<file path="src/rtl/lkcp_pkg.sv">
// ----------------------------------------------------------------------------
// lkcp_pkg
// Shared types and constants of the line keyword command parser.
// ----------------------------------------------------------------------------
package lkcp_pkg;

  localparam logic [7:0] CharLf = 8'h0A;
  localparam logic [7:0] CharCr = 8'h0D;

  localparam int KeywordCount = 9;
  localparam int KeywordMax   = 6;
  localparam int CompareWin   = KeywordMax + 1;

  typedef enum logic [3:0] {
    CmdInit   = 4'd0,
    CmdIdle   = 4'd1,
    CmdCode   = 4'd2,
    CmdDocs   = 4'd3,
    CmdThink  = 4'd4,
    CmdSearch = 4'd5,
    CmdExper  = 4'd6,
    CmdError  = 4'd7,
    CmdStatus = 4'd8
  } cmd_e;

  typedef struct packed {
    logic valid;
    cmd_e code;
  } hit_t;

  // Keyword characters, zero padded to KeywordMax
  localparam logic [7:0] KeywordChar [KeywordCount][KeywordMax] = '{
    '{8'h49, 8'h4E, 8'h49, 8'h54, 8'h00, 8'h00},
    '{8'h49, 8'h44, 8'h4C, 8'h45, 8'h00, 8'h00},
    '{8'h43, 8'h4F, 8'h44, 8'h45, 8'h00, 8'h00},
    '{8'h44, 8'h4F, 8'h43, 8'h53, 8'h00, 8'h00},
    '{8'h54, 8'h48, 8'h49, 8'h4E, 8'h4B, 8'h00},
    '{8'h53, 8'h45, 8'h41, 8'h52, 8'h43, 8'h48},
    '{8'h45, 8'h58, 8'h50, 8'h45, 8'h52, 8'h00},
    '{8'h45, 8'h52, 8'h52, 8'h4F, 8'h52, 8'h00},
    '{8'h53, 8'h54, 8'h41, 8'h54, 8'h55, 8'h53}
  };

  localparam logic [2:0] KeywordLen [KeywordCount] = '{
    3'd4, 3'd4, 3'd4, 3'd4, 3'd5, 3'd6, 3'd5, 3'd5, 3'd6
  };

  localparam cmd_e KeywordCmd [KeywordCount] = '{
    CmdInit, CmdIdle, CmdCode, CmdDocs, CmdThink,
    CmdSearch, CmdExper, CmdError, CmdStatus
  };

endpackage

</file>
<file path="src/rtl/line_keyword_command_parser.sv">
// ----------------------------------------------------------------------------
// line_keyword_command_parser
// Collects received bytes into a text line and reports keyword commands.
//
//   channel   dir  tdata fields (low bit up)       tuser  tlast
//   s_axis    in   [7:0] rx_byte                   -      -
//   m_axis    out  [3:0] command_code, [7:4] zero  -      -
//
// One byte per cycle. A line feed that ends a keyword line puts its command
// code into the result register, or into the skid stage while the output is
// stalled. Reset empties the line. A stalled output parks one result in the
// skid stage; input stalls only when that stage is also full.
// ----------------------------------------------------------------------------
module line_keyword_command_parser #(
  parameter int LINE_CAPACITY = 15
) (
  input  logic       clk_i,
  input  logic       rst_ni,
  input  logic       s_axis_tvalid,
  output logic       s_axis_tready,
  input  logic [7:0] s_axis_tdata,   // [7:0] rx_byte
  output logic       m_axis_tvalid,
  input  logic       m_axis_tready,
  output logic [7:0] m_axis_tdata    // [3:0] command_code, [7:4] zero
);

  logic           accept;
  lkcp_pkg::hit_t hit;
  lkcp_pkg::cmd_e code;

  assign accept = s_axis_tvalid && s_axis_tready;

  lkcp_line_buffer #(
    .LINE_CAPACITY(LINE_CAPACITY)
  ) u_line (
    .clk_i     (clk_i),
    .rst_ni    (rst_ni),
    .accept_i  (accept),
    .rx_byte_i (s_axis_tdata),
    .hit_o     (hit)
  );

  lkcp_out_skid u_out (
    .clk_i       (clk_i),
    .rst_ni      (rst_ni),
    .hit_i       (hit),
    .space_o     (s_axis_tready),
    .out_valid_o (m_axis_tvalid),
    .out_code_o  (code),
    .out_ready_i (m_axis_tready)
  );

  assign m_axis_tdata = {4'b0000, code};

endmodule

</file>
<file path="src/rtl/lkcp_line_buffer.sv">
// ----------------------------------------------------------------------------
// lkcp_line_buffer
// Line length counter, stored head of the line and parallel keyword compare.
// ----------------------------------------------------------------------------
module lkcp_line_buffer #(
  parameter int LINE_CAPACITY = 15
) (
  input  logic             clk_i,
  input  logic             rst_ni,
  input  logic             accept_i,
  input  logic [7:0]       rx_byte_i,
  output lkcp_pkg::hit_t   hit_o
);

  localparam int LenW = $clog2(LINE_CAPACITY + 1);
  localparam int Win  = (LINE_CAPACITY < lkcp_pkg::CompareWin) ?
                        LINE_CAPACITY : lkcp_pkg::CompareWin;
  localparam int IdxW = $clog2(Win);

  logic [LenW-1:0] len_q, len_d;
  logic [7:0]      store_q [Win];
  logic [7:0]      win_byte [lkcp_pkg::CompareWin];
  logic            is_cr, is_lf, is_char, wr_en;
  logic [lkcp_pkg::KeywordCount-1:0] kw_hit;

  assign is_cr   = (rx_byte_i == lkcp_pkg::CharCr);
  assign is_lf   = (rx_byte_i == lkcp_pkg::CharLf);
  assign is_char = accept_i && !is_cr && !is_lf;
  assign wr_en   = is_char && (len_q < LenW'(Win));

  for (genvar j = 0; j < lkcp_pkg::CompareWin; j++) begin : g_win
    if (j < Win) begin : g_held
      assign win_byte[j] = store_q[j];
    end else begin : g_none
      assign win_byte[j] = 8'h00;
    end
  end

  always_comb begin
    logic ok;
    logic [2:0] klen;
    for (int k = 0; k < lkcp_pkg::KeywordCount; k++) begin
      klen = lkcp_pkg::KeywordLen[k];
      ok   = (len_q == LenW'(klen)) || (win_byte[klen] == 8'h00);
      for (int j = 0; j < lkcp_pkg::KeywordMax; j++) begin
        if (3'(j) < klen) begin
          ok = ok && (LenW'(j) < len_q) &&
               (win_byte[j] == lkcp_pkg::KeywordChar[k][j]);
        end
      end
      kw_hit[k] = ok;
    end
  end

  always_comb begin
    hit_o.valid = 1'b0;
    hit_o.code  = lkcp_pkg::CmdInit;
    len_d       = len_q;
    if (accept_i && is_lf && (len_q != '0)) begin
      len_d = '0;
      for (int k = lkcp_pkg::KeywordCount - 1; k >= 0; k--) begin
        if (kw_hit[k]) begin
          hit_o.valid = 1'b1;
          hit_o.code  = lkcp_pkg::KeywordCmd[k];
        end
      end
    end else if (is_char) begin
      if (len_q < LenW'(LINE_CAPACITY)) begin
        len_d = len_q + LenW'(1);
      end else begin
        len_d = '0;
      end
    end
  end

  always_ff @(posedge clk_i or negedge rst_ni) begin
    if (!rst_ni) begin
      len_q <= '0;
    end else begin
      len_q <= len_d;
    end
  end

  always_ff @(posedge clk_i) begin
    if (wr_en) begin
      store_q[len_q[IdxW-1:0]] <= rx_byte_i;
    end
  end

endmodule

</file>
<file path="src/rtl/lkcp_out_skid.sv">
// ----------------------------------------------------------------------------
// lkcp_out_skid
// Result register with a skid stage; input runs while stalled until it fills.
// ----------------------------------------------------------------------------
module lkcp_out_skid (
  input  logic           clk_i,
  input  logic           rst_ni,
  input  lkcp_pkg::hit_t hit_i,
  output logic           space_o,
  output logic           out_valid_o,
  output lkcp_pkg::cmd_e out_code_o,
  input  logic           out_ready_i
);

  logic           out_valid_q, skid_valid_q;
  lkcp_pkg::cmd_e out_code_q, skid_code_q;
  logic           out_free;

  assign out_free    = !out_valid_q || out_ready_i;
  assign space_o     = !skid_valid_q;
  assign out_valid_o = out_valid_q;
  assign out_code_o  = out_code_q;

  always_ff @(posedge clk_i or negedge rst_ni) begin
    if (!rst_ni) begin
      out_valid_q  <= 1'b0;
      skid_valid_q <= 1'b0;
    end else if (out_free) begin
      out_valid_q  <= skid_valid_q || hit_i.valid;
      skid_valid_q <= 1'b0;
    end else if (hit_i.valid) begin
      skid_valid_q <= 1'b1;
    end
  end

  always_ff @(posedge clk_i) begin
    if (out_free) begin
      out_code_q <= skid_valid_q ? skid_code_q : hit_i.code;
    end else if (hit_i.valid) begin
      skid_code_q <= hit_i.code;
    end
  end

endmodule
</file>
<file path="config.mk">
export PLATFORM = sky130hd
export DESIGN_NAME = line_keyword_command_parser
export DESIGN_NICKNAME = d
export VERILOG_FILES = /design/src/rtl/lkcp_pkg.sv /design/src/rtl/line_keyword_command_parser.sv /design/src/rtl/lkcp_line_buffer.sv /design/src/rtl/lkcp_out_skid.sv
export SDC_FILE = /design/constraint.sdc
export NUM_CORES = 1
export LEC_CHECK = 0
export BUFFER_PORTS_ARGS = -buffer_cell sky130_fd_sc_hd__buf_2
export CORE_MARGIN = 2
export CORE_UTILIZATION = 35
export DETAILED_ROUTE_END_ITERATION = 8
export PLACE_DENSITY_LB_ADDON = 0.15
export RECOVER_POWER = 25
export SLEW_MARGIN = 40
export SYNTH_ARGS = -nofsm -noshare
export SYNTH_HDL_FRONTEND = slang
export SYNTH_HIERARCHICAL = 1
export SYNTH_SLANG_ARGS = --single-unit
</file>
<file path="constraint.sdc">
create_clock -name clk_i -period 2.5 [get_ports clk_i]
set_input_delay 0.5 -clock clk_i [delete_from_list [all_inputs] [get_ports clk_i]]
set_output_delay 0.5 -clock clk_i [all_outputs]
set_load 0.005 [all_outputs]
</file>
==> key figures <==
Run status
  – Outcome: finished, final reports clean

Setup path
  – FF-to-FF Start: u_line/store_q[5][2]
  – Worst R2R End: u_out/skid_code_q[0]
  – CP Class: register to register
  – Setup crit start kind: register
  – WP data required: 2.56 ns
  – R2R Setup Slk: between 0.04 and 0.05 ns
  – Crit path launch: u_line/store_q[5][2]
  – Crit path capture type: register
  – Reg2Reg Depth: 8
  – CP arrival: approximately 2.5 ns
  – Maximum fanout along the worst path: 4

Route
  – Remaining DRCs: 0
  – Pre-antenna DRT Iters: 4
  – Vias/cell: 5.19
  – Detailed Route WL: approximately 7700 um
  – Vias: between 2000 and 2500
  – WL/cell: 18.0 um
  – DRT iter0 DRCs: roughly 150
  – Antenna Nets Post-Route: 0

GRT
  – Grt met2 use: 26.4%
  – Largest net degree at the start of global routing: 12
  – Gr usage total: between 10% and 20%
  – Busiest grt layer: met2
  – GR Layer Usage met3: approximately 2.5%
  – First-pass GRT wire length: between 10000 and 15000 um
  – Vias in the first global route: around 2300
  – M1 GR Usage: between 20% and 30%
  – Initial antenna violation count: 0
  – Global route overflow: 0

Die
  – Die area: just under 0.01 mm2
  – Core box area: roughly 0.0087 mm2
  – Core Rows: 34
  – Die Span Y: about 98 um
  – Die X: 98.4 um
  – IO Count: 22
  – Starting Density: a little over a third

Timing
  – Worst slew pin tran: about 0.7 ns
  – Final setup fails: 0
  – RSZ-0062 raised after global routing: true
  – Final critical-path required period: 2.45 ns
  – Worst hold slack: ~0.52 ns
  – Worst Skew: 0.0117 ns
  – Final Hold Violating Endpoints: 0
  – FMAX: approximately 0.41 GHz
  – Final Cycle Share: 98.0%
  – Slew Limit Headroom: a little over half
  – Worst Slack Setup Final: a little under 0.05 ns
  – Max-slew violations: 0

Power
  – Worst ir drop on vdd: roughly 0.00032 V
  – Part of the power in the clock network: 26.3%
  – Pwr/cell area: 723 mW/mm2
  – Comb pwr share: a little under a quarter
  – Sw frac: 29.4%
  – Reg power frac: between 50% and 60%
  – Internal Power: between 2 and 2.5 mW
  – Overall Power: 2.89 mW
  – Sw power: 0.850 mW
  – Leak: between 1 and 1.5 nW

Min path
  – Hold Crit Start: s_axis_tdata[4]
  – Min-delay worst type: primary input to register
  – Hold Path Cell Cnt: 2
  – Hold worst-path end: u_line/store_q[0][4]

Logic synthesis
  – Synth Instances: 237
  – Commonest cells post-synth: 64 x edfxtp_1, 27 x nor2_1, 16 x nand2_1
  – Dominant cells by area after synthesis: edfxtp_1 62%, dfrtp_1 4.8%, nor2_1 3.2%
  – Post-synth EDFFs: between 60 and 70
  – Most frequent cell after synthesis: edfxtp_1
  – Post-synth top flop: edfxtp_1
  – Avg Cell Area, Syn: ~13 um2
  – Share of the synthesized area in the top cell type: between 60% and 70%
  – Register area share after synthesis: ~66%
  – Area leader, netlist: edfxtp_1
  – Seq cells post-synth: 70
  – Synth Cell Area: approximately 0.0031 mm2
  – Async SR Flop Fraction: ~8.6%
  – Yosys warns: 6
  – Post-synthesis cell type count: between 50 and 60

CTS
  – CTS buffer count: 9
  – Clk Latency, worst-skew pair: around 0.34 ns
  – CTS root buf: clkbuf_8
  – CTS Sinks: 70
  – CTS max path bufs: 2
  – Max H-tree Level: 3
  – CTS tree: done
  – Worst-path clk slew: about 0.07 ns

Cells and area
  – Antenna diodes: 0
  – Final core utilization: 46.1%
  – Share of cells above drive strength 1: 31.0%
  – Multi-input logic area: about 0.0011 mm2
  – Layout Nets: ~330
  – P&R area growth vs syn: 28.3%
  – Post-Layout Cell Count: roughly 430
  – FILL cells: 835
  – Reg area: between 0.002 and 0.0025 mm2

Placed design
  – PortBufs: 17
  – Placed insts: slightly above 400
  – Hpwl dp: slightly below 6000 um
  – Routability Congestion: 0.909
  – Dpl ws: -0.384 ns

Run
  – Max_cap viols: 0
==> layout by cell type (no fill, tap or decap), types with 3 or more instances in the layout <==
| cell | count |
|---|---|
| nand2b_1 | 4 |
| buf_2 | 10 |
| dfrtp_1 | 6 |
| nor3b_1 | 3 |
| a21oi_1 | 3 |
| nor4b_1 | 5 |
| nor3_1 | 8 |
| edfxtp_1 | 64 |
| and2_1 | 3 |
| clkbuf_8 | 9 |
| clkbuf_1 | 15 |
| buf_4 | 50 |
| o21ai_1 | 3 |
| nor4b_2 | 3 |
| conb_1 | 4 |
| nand2_1 | 16 |
| nor4_1 | 3 |
| nand4_1 | 7 |
| inv_1 | 7 |
| mux2_2 | 4 |
| nor2_1 | 27 |
| nand3_1 | 7 |
==> power by group through the flow <==
stage	sequential, mW	clock (mW)	combinational [mW]
after CTS	1.47	0.785	0.629
after global routing	1.49	0.842	0.710
after detailed placement	1.49	0	0.612
after floorplan	1.48	0	0.301
after global placement	1.49	0	0.610
final	1.48	0.760	0.657
==> sequential cells by signal (all words and copies together) (netlist names) <==
| signal | count |
|---|---|
| u_line/len_q | 4 |
| u_out/out_code_o | 4 |
| u_line/store_q | 56 |
| u_out/skid_code_q | 4 |
| u_out/skid_valid_q | 1 |
| u_out/out_valid_o | 1 |
==> metal layers <==
metal / part of all wire [%] / vias to the layer above
met3: 4.1 / 9
met4: 1.3 / 0
met1: 47 / 1100
li1: - / 1075
met2: 48 / 55
met5: 0 / -
==> worst max path at each step <==
stage | endpoint | slack [ns] | cells after the start
after floorplan | u_out/skid_code_q[0] | 0.06 | 11
after global placement | u_out/skid_code_q[0] | -0.42 | 9
after detailed placement | u_out/skid_code_q[2] | -0.38 | 9
after CTS | u_out/out_code_o[1] | 0.002 | 8
after global routing | u_out/skid_code_q[0] | -0.07 | 10
final | u_out/skid_code_q[0] | 0.05 | 8
==> worst max-delay path: stages, from the launching register on <==
cell and delay [ns]:
edfxtp_1 0.44, or4_4 0.49, nor2_1 0.09, nand4_1 0.11
or4_4 0.57, a41oi_2 0.16, inv_1 0.06, nor2_1 0.10
buf_4 0.15
==> per-stage QoR <==
| stage | setup TNS [ns] | cell area [um2] |
|---|---|---|
| after floorplan | 0 | 3130 |
| after global placement | -4.20 | 3710 |
| after detailed placement | -3.87 | 3710 |
| after CTS | 0 | 3920 |
| after global routing | -0.294 | 4000 |
| final | 0 | 4000 |
==> repair_timing <==
action	in CTS	in global routing
pin swaps	0	3
endpoints found under the hold margin	6	0
buffers inserted	0	3
gates resized for setup	8	18
endpoints found under the setup margin	4	8
hold buffers	1	0
==> area by class of cell <==
cell class,count,area share (%)
Clock buffer,12,3.38
Clock inverter,4,0.594
Inverter,8,0.750
Multi-Input combinational cell,155,28.0
Sequential cell,70,51.8
Tap cell,108,3.38
Timing Repair Buffer,74,12.1
==> cell families (layout without fill, tap and decap cells) <==
group | Yosys count | after routing | synth area share [%]
flops | 70 | 70 | 66.4
xor+xnor | 1 | 1 | 0.281
mux | 5 | 5 | 1.76
other cells | 1 | 4 | 0.120
compound gates | 22 | 22 | 5.37
buf+inv | 15 | 98 | 2.37
simple gates | 120 | 120 | 22.5
fa+ha+maj | 3 | 3 | 1.20
Note: power is estimated with default switching activity, not from simulation.
